## config.mk

```make
export PLATFORM = sky130hd
export DESIGN_NAME = emd_div
export DESIGN_NICKNAME = d
export VERILOG_FILES = /design/src/rtl/emd_pkg.sv /design/src/rtl/emd_div.sv
export SDC_FILE = /design/constraint.sdc
export NUM_CORES = 1
export LEC_CHECK = 0
export BUFFER_PORTS_ARGS = -buffer_cell sky130_fd_sc_hd__buf_4
export CAP_MARGIN = 20
export CORE_MARGIN = 3
export CORE_UTILIZATION = 58
export DETAILED_ROUTE_END_ITERATION = 16
export PLACE_DENSITY = 0.71
export SLEW_MARGIN = 20
export SYNTH_ARGS = -nofsm -noshare
export SYNTH_HDL_FRONTEND = slang
export SYNTH_SLANG_ARGS = --single-unit
```

## constraint.sdc

```tcl
create_clock -name clock -period 11.1 [get_ports clock]
set_clock_uncertainty 0.1 [all_clocks]
set_input_delay 1.11 -clock clock [delete_from_list [all_inputs] [get_ports clock]]
set_output_delay 1.11 -clock clock [all_outputs]
set_load 0.005 [all_outputs]
```

## src/rtl/emd_pkg.sv

```systemverilog
package emd_pkg;

   localparam int RAW_W = 24;
   localparam int VAL_W = 26;
   localparam int SUM_W = 30;
   localparam int UV_W = 22;
   localparam int ACT_W = 2;
   localparam int NUM_LANES = 3;
   localparam int WINDOW = 5;
   localparam int SLOT_W = $clog2(WINDOW);
   localparam int DECIM_DEFAULT = 4;
   localparam int UV_DIVISOR = 28;
   localparam int MIDSCALE = 6400000;
   localparam int ACTIVE_RESET = 3;
   localparam int FIFO_DEPTH = 16;

   typedef logic [RAW_W-1:0] raw_type;
   typedef logic signed [VAL_W-1:0] val_type;
   typedef logic signed [SUM_W-1:0] sum_type;
   typedef logic signed [UV_W-1:0] uv_type;
   typedef logic [ACT_W-1:0] act_type;
   typedef logic [SLOT_W-1:0] slot_type;

   typedef struct packed {
      logic     valid;
      slot_type slot;
      logic     last;
   } lane_ctl_type;

endpackage

```

## src/rtl/emd_div.sv

```systemverilog
module emd_div #(
   parameter int DECIM = emd_pkg::DECIM_DEFAULT
) (
   input  logic             clock,
   input  logic             reset,
   input  logic             in_valid,
   input  emd_pkg::sum_type in_sum,
   output logic             out_valid,
   output emd_pkg::uv_type  out_uv
);
   import emd_pkg::*;

   localparam int MAG_W = SUM_W - 1;
   localparam int DIVISOR = UV_DIVISOR * DECIM;
   localparam int DIV_W = $clog2(DIVISOR + 1);
   localparam int RECIP = (1 << MAG_W) / DIVISOR;
   localparam int RECIP_W = $clog2(RECIP + 1);
   localparam int PROD_W = MAG_W + RECIP_W;
   localparam int BACK_W = RECIP_W + DIV_W;
   localparam int STAGES = 5;

   logic [STAGES-1:0]  valid_ff;
   logic [MAG_W-1:0]   mag_in;
   logic [MAG_W-1:0]   mag1_ff, mag2_ff, mag3_ff;
   logic               neg1_ff, neg2_ff, neg3_ff, neg4_ff;
   logic [PROD_W-1:0]  prod2_ff;
   logic [RECIP_W-1:0] q0_in;
   logic [RECIP_W-1:0] q0_3_ff;
   logic [BACK_W-1:0]  back3_ff;
   logic [MAG_W-1:0]   rem;
   logic [RECIP_W-1:0] q4_ff;
   uv_type             uv5_ff;

   assign mag_in = in_sum[SUM_W-1] ? MAG_W'(-in_sum) : MAG_W'(in_sum);
   assign q0_in = prod2_ff[MAG_W +: RECIP_W];
   assign rem = mag3_ff - MAG_W'(back3_ff);

   always_ff @(posedge clock) begin
      if (reset) begin
         valid_ff <= '0;
      end else begin
         valid_ff <= {valid_ff[STAGES-2:0], in_valid};
      end
   end

   // The reciprocal estimate is low by at most one; the remainder fixes it.
   always_ff @(posedge clock) begin
      mag1_ff <= mag_in;
      neg1_ff <= in_sum[SUM_W-1];
      prod2_ff <= PROD_W'(mag1_ff) * PROD_W'(RECIP);
      mag2_ff <= mag1_ff;
      neg2_ff <= neg1_ff;
      q0_3_ff <= q0_in;
      back3_ff <= BACK_W'(q0_in) * BACK_W'(DIVISOR);
      mag3_ff <= mag2_ff;
      neg3_ff <= neg2_ff;
      q4_ff <= q0_3_ff + RECIP_W'(rem >= MAG_W'(DIVISOR));
      neg4_ff <= neg3_ff;
      uv5_ff <= neg4_ff ? -UV_W'(q4_ff) : UV_W'(q4_ff);
   end

   assign out_valid = valid_ff[STAGES-1];
   assign out_uv = uv5_ff;

endmodule

```

==> reports/qor.txt <==
Cts hold-fix bufs: 0
Clock Pin Slew Worst Setup and Hold Paths: 0.06 ns
Layout cells sized above 1: 6.89%
# rows: 58
Sequential-to-total area share from yosys stat: 26.4%
Final wirelength: 32300 um
Setup Buffers After CTS: 0
1st-pass router iterations: 5
Routed wl met3: 1370 um
Vias in the first global route: 10905
Global-route wire length before repair: 54100 um
Area delta synth->final: 9.93%
Post-Syn Area per Cell: 10.2 sq um
Count of different cell masters after synthesis: 64
Chip height: 168 um
Total track usage: 23.8%
RSZ-0062 raised after global routing: false
CTS Sinks: 201
IO Port Bufs: 55
Post-synth ARST share: 0%
Max Fclk: 156 MHz
Largest net degree at the start of global routing: 31
Slew margin rel.: 57.0%
Routed wl met2: 15500 um
Req. time, crit path: 11.44 ns
Clock Tree Buf Depth: 3
Outcome: finished, final reports clean
Net count, final: 2006
DR DRC count: 0
Setup TNS: 0 ns
Startpoint types: register
Crit end category: register
Post-synth EDFFs: 0
Initial antenna violation count: 0
DR iter-0 viols: 478
CP max FO: 4
Synth Register Bits: 201
Syn Inst Count: 1502
Clk_lat worst skew: 0.51 ns
Vias per cell: 5.38
Endpoints failing hold: 0
Post-cts sizing count: 0
Wire length on met1: 14600 um
Final Cycle Share: 57.7%
Die ar.: 28300 sq um
Pre-CTS setup slack: 4.70 ns
Total core area: 25500 sq um
Inserted Clock Buffers: 21
Die outline width: 168 um
Max-cap violations: 0
Synth Flop Type: dfxtp_1
Vias: 10291
CTS tree: done
PnR worst setup slack: 4.69 ns
Worst-Margin Slew: 0.638 ns
Final ANT Viol Nets: 0
ANT cells: 0
Worst min path class: register to register
Initial Util: 59.7%
Clock Tree Root: clkbuf_16
Synth warn: 0
Net Count, Synth: 1941
Dpl hpwl: 27700 um
Setup-failing EPs final: 0
IO Pins: 56
Final Slew Violations: 0
Highest Signal Layer: met4
Mapped cell area: 15300 sq um
Htree depth: 1
Gr ovfl total: 0
Worst EP arrival: 6.75 ns
Routed WL per cell: 16.9 um
Minimum clock period: 6.41 ns
Gpl congestion: 0.944
Critical path type: register to register
## Yosys cell counts, drive strengths merged (3+ instances only)
library cell | number | area share, %
nor2 | 48 | 1.2
and2 | 5 | 0.21
nor2b | 14 | 0.57
nand2 | 57 | 1.4
nor3b | 3 | 0.15
o41ai | 5 | 0.29
a21o | 34 | 1.7
or4 | 10 | 0.52
xnor2 | 89 | 5.1
o211ai | 6 | 0.30
o2111ai | 3 | 0.17
mux2 | 3 | 0.22
nand4 | 12 | 0.53
clkbuf | 10 | 0.25
buf | 3 | 0.098
or3 | 11 | 0.45
ha | 249 | 20
nand3 | 24 | 0.79
nand3b | 3 | 0.15
a31oi | 7 | 0.39
o31ai | 15 | 0.74
o31a | 3 | 0.17
xor2 | 25 | 1.4
a211oi | 6 | 0.30
dfxtp | 201 | 26
or2 | 5 | 0.21
and3 | 9 | 0.37
nor3 | 13 | 0.46
nor4 | 5 | 0.25
o21bai | 5 | 0.25
o21a | 10 | 0.49
nand2b | 13 | 0.53
inv | 294 | 7.2
a21boi | 5 | 0.25
a21oi | 58 | 1.9
o21ai | 55 | 1.8
fa | 157 | 21
a2111oi | 3 | 0.34
mux2i | 4 | 0.26
## state kept, by name, indices dropped and copies added (netlist names), 5 cells and up
signal,flops
back3_ff,24
mag1_ff,29
mag2_ff,25
mag3_ff,25
out_uv,22
prod2_ff,23
q0_3_ff,22
q4_ff,22
valid_ff,5
## layout make-up
type | count | area (sq um)
clock buffers | 28 | 602
clock inverters | 10 | 140
fillers | 2080 | 8780
inverters | 294 | 1100
multi-input cells | 994 | 10100
flip-flops and latches | 201 | 4020
well taps | 330 | 413
repair buffers | 55 | 413
## layout by cell type, fill, tap and decap left out, types with 6 or more instances in the layout
master and count:
a211oi_1 6, a21o_1 34, a21oi_1 58, a31oi_1 6, and3_1 9, buf_4 55
clkbuf_16 21, dfxtp_1 201, fa_1 157, ha_1 249, inv_1 293, nand2_1 57
nand2b_1 13, nand3_1 24, nand4_1 11, nor2_1 48, nor2b_1 14, nor3_1 12
o211ai_1 6, o21a_1 10, o21ai_0 49, o21ai_1 6, o31ai_1 15, or3_1 11
or4_1 9, xnor2_1 89, xor2_1 25
## worst max-delay path, stage by stage, from the launching register on
cell and delay, ns:
dfxtp_1 0.42, ha_1 0.28, inv_1 0.08, fa_1 0.49, fa_1 0.52, inv_1 0.06, fa_1 0.50, fa_1 0.54
inv_1 0.05, fa_1 0.50, inv_1 0.04, ha_1 0.29, nand2_1 0.12, nor4_2 0.34, o2111ai_1 0.16, a31o_2 0.27
a2111oi_4 0.40, nor3_2 0.12, or4_4 0.57, a31oi_4 0.19, a21o_1 0.15, xor2_1 0.14
## stage by stage
step / cell area, sq um / std cells / hold WS, ns / util, %
floorplan: 15300 / 1502 / 0.210 / -
global placement: 16000 / 1874 / 0.210 / 62.7
detailed placement: 16000 / 1874 / 0.212 / 62.7
CTS: 16800 / 1912 / 0.224 / 65.6
global route: 16800 / 1912 / 0.224 / 65.6
finish: 16800 / 1912 / 0.224 / 65.6
## final timing paths
path	start	endpoint	slack [ns]	depth (start not counted)
setup reg to reg	mag1_ff[1]	prod2_ff[48]	4.69	21
setup / recovery	mag1_ff[1]	prod2_ff[48]	4.69	21
hold reg to reg	mag2_ff[19]	mag3_ff[19]	0.22	0
hold / removal	mag2_ff[19]	mag3_ff[19]	0.22	0
## metal layers
metal  global-route usage, %  vias to the layer above
li1                        -                     5086
met4                    5.69                        0
met1                    32.1                     4961
met3                    2.91                       55
met2                    41.2                      189
met5                       0                        -
## cells by family after synthesis
logic type | count (synthesis) | synth area share [%]
AND/OR/NAND/NOR | 234 | 7.87
XOR/XNOR | 114 | 6.55
AO/OA/AOI/OAI | 233 | 10.1
buffers and inverters | 307 | 7.58
multiplexers | 7 | 0.484
flip-flops | 201 | 26.4
adder cells (fa/ha/maj) | 406 | 41.0
Power is not shown: default switching activity piles up to over one toggle a cycle in this logic, so the estimate is an artifact.
