**src/rtl/emd_pkg.sv**
```systemverilog
package emd_pkg;

   localparam int RAW_W = 24;
   localparam int VAL_W = 26;
   localparam int SUM_W = 30;
   localparam int UV_W = 22;
   localparam int ACT_W = 2;
   localparam int NUM_LANES = 3;
   localparam int WINDOW = 5;
   localparam int SLOT_W = $clog2(WINDOW);
   localparam int DECIM_DEFAULT = 4;
   localparam int UV_DIVISOR = 28;
   localparam int MIDSCALE = 6400000;
   localparam int ACTIVE_RESET = 3;
   localparam int FIFO_DEPTH = 16;

   typedef logic [RAW_W-1:0] raw_type;
   typedef logic signed [VAL_W-1:0] val_type;
   typedef logic signed [SUM_W-1:0] sum_type;
   typedef logic signed [UV_W-1:0] uv_type;
   typedef logic [ACT_W-1:0] act_type;
   typedef logic [SLOT_W-1:0] slot_type;

   typedef struct packed {
      logic     valid;
      slot_type slot;
      logic     last;
   } lane_ctl_type;

endpackage

```
**src/rtl/emd_lane.sv**
```systemverilog
module emd_lane (
   input  logic                  clock,
   input  logic                  reset,
   input  logic                  clear,
   input  logic                  active,
   input  emd_pkg::lane_ctl_type ctl_in,
   input  emd_pkg::raw_type      raw,
   output logic                  dump_valid,
   output emd_pkg::sum_type      dump_sum
);
   import emd_pkg::*;

   localparam int DEPTH = 5;

   val_type      diff;
   val_type      scaled_in;
   val_type      scaled_ff;
   lane_ctl_type ctl_ff [DEPTH];
   val_type      win_ff [WINDOW];
   val_type      win_in [WINDOW];
   val_type      lo_a_ff, hi_a_ff, lo_b_ff, hi_b_ff, e1_ff;
   val_type      x2_ff, y2_ff, z2_ff, e2_ff;
   val_type      x3_ff, y3_ff, p3_ff, q3_ff;
   val_type      mx4_ff, mn4_ff;
   val_type      med;
   sum_type      addend;
   sum_type      total;
   sum_type      sum_ff;
   sum_type      sum_in;
   sum_type      dump_sum_ff;
   logic         dump_valid_ff;

   assign diff = $signed({{(VAL_W-RAW_W){1'b0}}, raw}) - VAL_W'(MIDSCALE);
   assign scaled_in = (diff <<< 1) + diff;

   always_comb begin
      for (int i = 0; i < WINDOW; i++) begin
         win_in[i] = (ctl_ff[0].slot == SLOT_W'(i)) ? scaled_ff : win_ff[i];
      end
   end

   always_ff @(posedge clock) begin
      if (reset) begin
         for (int i = 0; i < DEPTH; i++) begin
            ctl_ff[i].valid <= 1'b0;
         end
      end else begin
         ctl_ff[0] <= ctl_in;
         for (int i = 1; i < DEPTH; i++) begin
            ctl_ff[i] <= ctl_ff[i-1];
         end
      end
   end

   always_ff @(posedge clock) begin
      if (reset || clear) begin
         for (int i = 0; i < WINDOW; i++) begin
            win_ff[i] <= '0;
         end
      end else if (ctl_ff[0].valid && active) begin
         win_ff <= win_in;
      end
   end

   // Median of five: sort two pairs, drop the lower of the two pair minimums,
   // then take the second smallest of the remaining four.
   always_ff @(posedge clock) begin
      if (ctl_in.valid) begin
         scaled_ff <= scaled_in;
      end
      lo_a_ff <= (win_in[0] < win_in[1]) ? win_in[0] : win_in[1];
      hi_a_ff <= (win_in[0] < win_in[1]) ? win_in[1] : win_in[0];
      lo_b_ff <= (win_in[2] < win_in[3]) ? win_in[2] : win_in[3];
      hi_b_ff <= (win_in[2] < win_in[3]) ? win_in[3] : win_in[2];
      e1_ff <= win_in[4];
      if (lo_a_ff < lo_b_ff) begin
         x2_ff <= lo_b_ff;
         y2_ff <= hi_b_ff;
         z2_ff <= hi_a_ff;
      end else begin
         x2_ff <= lo_a_ff;
         y2_ff <= hi_a_ff;
         z2_ff <= hi_b_ff;
      end
      e2_ff <= e1_ff;
      x3_ff <= x2_ff;
      y3_ff <= y2_ff;
      p3_ff <= (z2_ff < e2_ff) ? z2_ff : e2_ff;
      q3_ff <= (z2_ff < e2_ff) ? e2_ff : z2_ff;
      mx4_ff <= (x3_ff < p3_ff) ? p3_ff : x3_ff;
      mn4_ff <= (y3_ff < q3_ff) ? y3_ff : q3_ff;
   end

   assign med = (mx4_ff < mn4_ff) ? mx4_ff : mn4_ff;
   assign addend = active ? sum_type'(med) : '0;
   assign total = sum_ff + addend;
   assign sum_in = ctl_ff[DEPTH-1].last ? '0 : total;

   always_ff @(posedge clock) begin
      if (reset || clear) begin
         sum_ff <= '0;
         dump_valid_ff <= 1'b0;
      end else begin
         if (ctl_ff[DEPTH-1].valid) begin
            sum_ff <= sum_in;
         end
         dump_valid_ff <= ctl_ff[DEPTH-1].valid && ctl_ff[DEPTH-1].last;
      end
   end

   always_ff @(posedge clock) begin
      dump_sum_ff <= total;
   end

   assign dump_valid = dump_valid_ff;
   assign dump_sum = dump_sum_ff;

endmodule

```
**config.mk**
```make
export PLATFORM = sky130hd
export DESIGN_NAME = emd_lane
export DESIGN_NICKNAME = d
export VERILOG_FILES = /design/src/rtl/emd_pkg.sv /design/src/rtl/emd_lane.sv
export SDC_FILE = /design/constraint.sdc
export NUM_CORES = 1
export LEC_CHECK = 0
export BUFFER_PORTS_ARGS = -buffer_cell sky130_fd_sc_hd__buf_4
export CAP_MARGIN = 10
export CORE_ASPECT_RATIO = 1.5
export CORE_MARGIN = 2
export CORE_UTILIZATION = 36
export CTS_CLUSTER_DIAMETER = 50
export DETAILED_ROUTE_END_ITERATION = 12
export HOLD_SLACK_MARGIN = 0.05
export MAX_ROUTING_LAYER = met4
export PLACE_DENSITY = 0.55
export RECOVER_POWER = 100
export SLEW_MARGIN = 40
export SYNTH_ARGS = -nofsm -noshare
export SYNTH_HDL_FRONTEND = slang
export SYNTH_SLANG_ARGS = --single-unit
export TNS_END_PERCENT = 50
```
**constraint.sdc**
```tcl
create_clock -name clock -period 4.8 [get_ports clock]
set_input_delay 0.24 -clock clock [delete_from_list [all_inputs] [get_ports clock]]
set_output_delay 0.24 -clock clock [all_outputs]
set_load 0.02 [all_outputs]
```
==> metrics.md <==
| Metric | Value |
|---|---|
| Final setup vio count | 0 |
| Worst VDD drop | roughly 0.00051 V |
| Worst slew margin | -134% |
| Main area contributors after synthesis | dfxtp_1, ha_1, mux2i_1 |
| Fmax | about 0.22 GHz |
| CTS max path bufs | 3 |
| Worst R2R Setup Slack | around 0.25 ns |
| Slew @ Worst Pin | roughly 3.5 ns |
| Top reg by flops | win_ff |
| Yosys warnings | 0 |
| Core area | 75900 µm² |
| Ys flop type | dfxtp_1 |
| Worst hold margin | 0.0925 ns |
| Kind of start point of the critical path | flip-flop |
| Peak fanout along the critical path | 5 |
| Dominant cell by count in the synthesized netlist | dfxtp_1 |
| Clk root buf | clkbuf_16 |
| Max FFs per register | between 100 and 150 |
| GR Util All Layers | 16.5% |
| Die Span X | 230 µm |
| Reg2reg path depth | 23 |
| GRT Max-Usage Layer | met2 |
| Detail Route Antenna Nets | 0 |
| WL final | between 60000 and 70000 µm |
| Io pins | 64 |
| Vias per Instance | roughly 4.9 |
| Post-synth top area cell | dfxtp_1 |
| RSZ-0062 raised after global routing | true |
| Critical Path RT | around 5.4 ns |
| Seq cells post-synth | 620 |
| DRC viols | 0 |
| Hold Path Depth | 3 |
| Leakage | around 14 nW |
| RePlAce Congestion | a little under 0.9 |
| Initial Utilization | a little over a third |
| Run status | finished, violations left |
| Top-area cell type share of the netlist area | between 40% and 50% |
| CP Capture Type | flip-flop |
| Share of cells above drive strength 1 | around an eighth |
| Pwr/cell area | about 590 nW/µm² |
| Hold Fails Final Rpt | 0 |
| Router iterations before antenna repair | 5 |
| Clk slew on worst S/H paths | ~0.07 ns |
| # diodes | 0 |
| Syn nets | between 2000 and 3000 |
| Final min period | between 4 and 5 ns |
| Routed wire per std cell | between 15 and 20 µm |
| Global Route met2 Usage | 29.7% |
| Initial antenna violation count | 0 |
| Die area | 78600 µm² |
| Count of input and output buffers | 63 |
| Most common library cells after synthesis | dfxtp_1, mux2i_1, ha_1, nor2_1, inv_1 |
| Cell Area, Synth | roughly 27000 µm² |
| Worst hold endpoint | scaled_ff[4]$_DFFE_PP_ |
| DIE HEIGHT | about 340 µm |
| Slew Limit Fails | 237 |
| Failing checks | capacitance limit, slew limit |
| Fin area | about 32000 µm² |
| Mapped Cells | between 2000 and 3000 |
| Vias in the first global route | 19300 |
| Sink Count | 620 |
| R2R Path End | sum_ff[29]$_SDFFE_PP0P_ |
| Final nets | between 3000 and 4000 |
| HP Start | raw[4] |
| WS Path Type | flip-flop to flip-flop |
| Area delta synth->final | 17.5% |
| First-pass GRT wire length | approximately 100000 µm |
| Syn Area/Cell | 10.6 µm² |
| Worst skew pair latency | 0.64 ns |
| Total grt overflow | 0 |
| Dpl hpwl | about 46000 µm |
| Cell Area, Placed | between 20000 and 30000 µm² |
| Ratio of final minimum period to clock period | between 90% and 100% |
| M1 GR Usage | between 15 and 20% |
| Data arrival time of the worst path | roughly 5 ns |
| CTS tree | done |
| Worst Hold Class | input pin to flip-flop |
| Post-synth EDFFs | 34 |
| Critical R2R Launch | mn4_ff[19]$_DFF_P_ |
| Clock skew | 0.0194 ns |
| Unique masters post-synth | 63 |
| Max-cap violations | 3 |
| Routed via count | 18700 |
| First DRT Iteration DRCs | a little over 700 |
| Pin count of the biggest net entering global routing | 182 |
| GR Util met3 | 2.05% |
| FP Rows | about 120 |
| H-tree depth | 2 |
| TritonCTS buffer count | between 50 and 60 |
| Asr flop ratio synth | 0% |
| Sequential share of the synthesized area | 46.4% |
-- report_power, final --
part | switching, mW | internal, mW
clock | 2.09 | 2.87
combinational | 3.91 | 3.45
sequential | 0.569 | 6.23
-- worst max path at each step --
stage / start / to
floorplan: mn4_ff[17]$_DFF_P_ / sum_ff[28]$_SDFFE_PP0P_
global placement: mn4_ff[19]$_DFF_P_ / sum_ff[29]$_SDFFE_PP0P_
detailed placement: mn4_ff[21]$_DFF_P_ / sum_ff[29]$_SDFFE_PP0P_
CTS: mn4_ff[21]$_DFF_P_ / dump_sum[22]$_DFF_P_
global route: mn4_ff[19]$_DFF_P_ / sum_ff[20]$_SDFFE_PP0P_
finish: mn4_ff[19]$_DFF_P_ / sum_ff[29]$_SDFFE_PP0P_
-- final cells by class --
type,instances,area (µm²)
fillers,7153,43600
multi-input cells,1674,13900
flip-flops and latches,620,12800
clock buffers,74,1680
repair buffers,201,1510
well taps,1008,1260
inverters,200,751
clock inverters,35,417
-- cells by family after synthesis --
logic type	Yosys count	share of synthesized area, %
flops	620	46.4
simple gates	499	8.78
compound gates	447	11.0
mux	440	17.0
buf+inv	308	4.45
fa+ha+maj	230	10.5
xor+xnor	58	1.85
-- critical path, stage by stage (launching register included) --
cell	delay (ns)
dfxtp_2	0.32
inv_1	0.08
ha_4	0.20
a21oi_2	0.14
o21ai_2	0.09
a221oi_2	0.26
buf_4	0.17
nand2_4	0.05
o21ai_4	0.22
xor2_4	0.28
buf_6	0.16
mux2i_1	0.19
nor2b_1	0.07
ha_1	0.29
buf_4	0.15
a21o_1	0.18
a21oi_2	0.16
a21oi_2	0.09
or3_4	0.41
and2_4	0.17
a211oi_4	0.22
o21bai_1	0.12
a211o_1	0.26
a31oi_1	0.16
-- layer usage --
metal,vias to the layer above,wire (µm)
li1,9481,-
met1,8816,27100
met2,243,32100
met3,123,1710
met4,0,2390
met5,-,0
-- stage by stage --
step	worst slack (ns)	utilization (%)	total power, mW	cells	setup TNS [ns]
after CTS	0.0131	42.3	19.1	3800	0
after detailed placement	-0.238	39.3	14.0	3680	-1.75
after floorplan	0.0108	-	11.8	2602	0
final	0.250	42.5	19.1	3812	0
after global routing	-0.0702	42.5	20.3	3812	-0.264
after global placement	-0.158	39.3	13.8	3680	-0.567
-- placed cells by master, fill, tap and decap left out, types with 17 or more instances in the layout --
cell type / netlist / layout
dfxtp_1: 586 / 576
mux2i_1: 234 / 233
ha_1: 228 / 220
nor2_1: 210 / 209
inv_1: 200 / 199
mux2_1: 168 / 187
buf_4: 0 / 145
a211oi_1: 116 / 109
a21oi_1: 115 / 105
a21o_1: 75 / 75
nor2b_1: 69 / 68
nand2_1: 69 / 67
clkbuf_16: 0 / 61
clkbuf_1: 78 / 38
xnor2_1: 36 / 35
nor3_1: 34 / 34
edfxtp_1: 34 / 34
o21ai_0: 33 / 31
nand4_1: 30 / 30
mux2_2: 38 / 19
xor2_1: 22 / 19
nand3_1: 18 / 18
nand2b_1: 17 / 17
-- what timing repair did --
item                       4_1_cts  5_1_grt
hold buffers                    11        0
hold endpoints to repair        50        0
pin swaps                        5       28
setup endpoints to repair       16       29
resized for setup               12       56
setup buffers                    0       12
No activity file was read; power rests on OpenSTA's default activity.
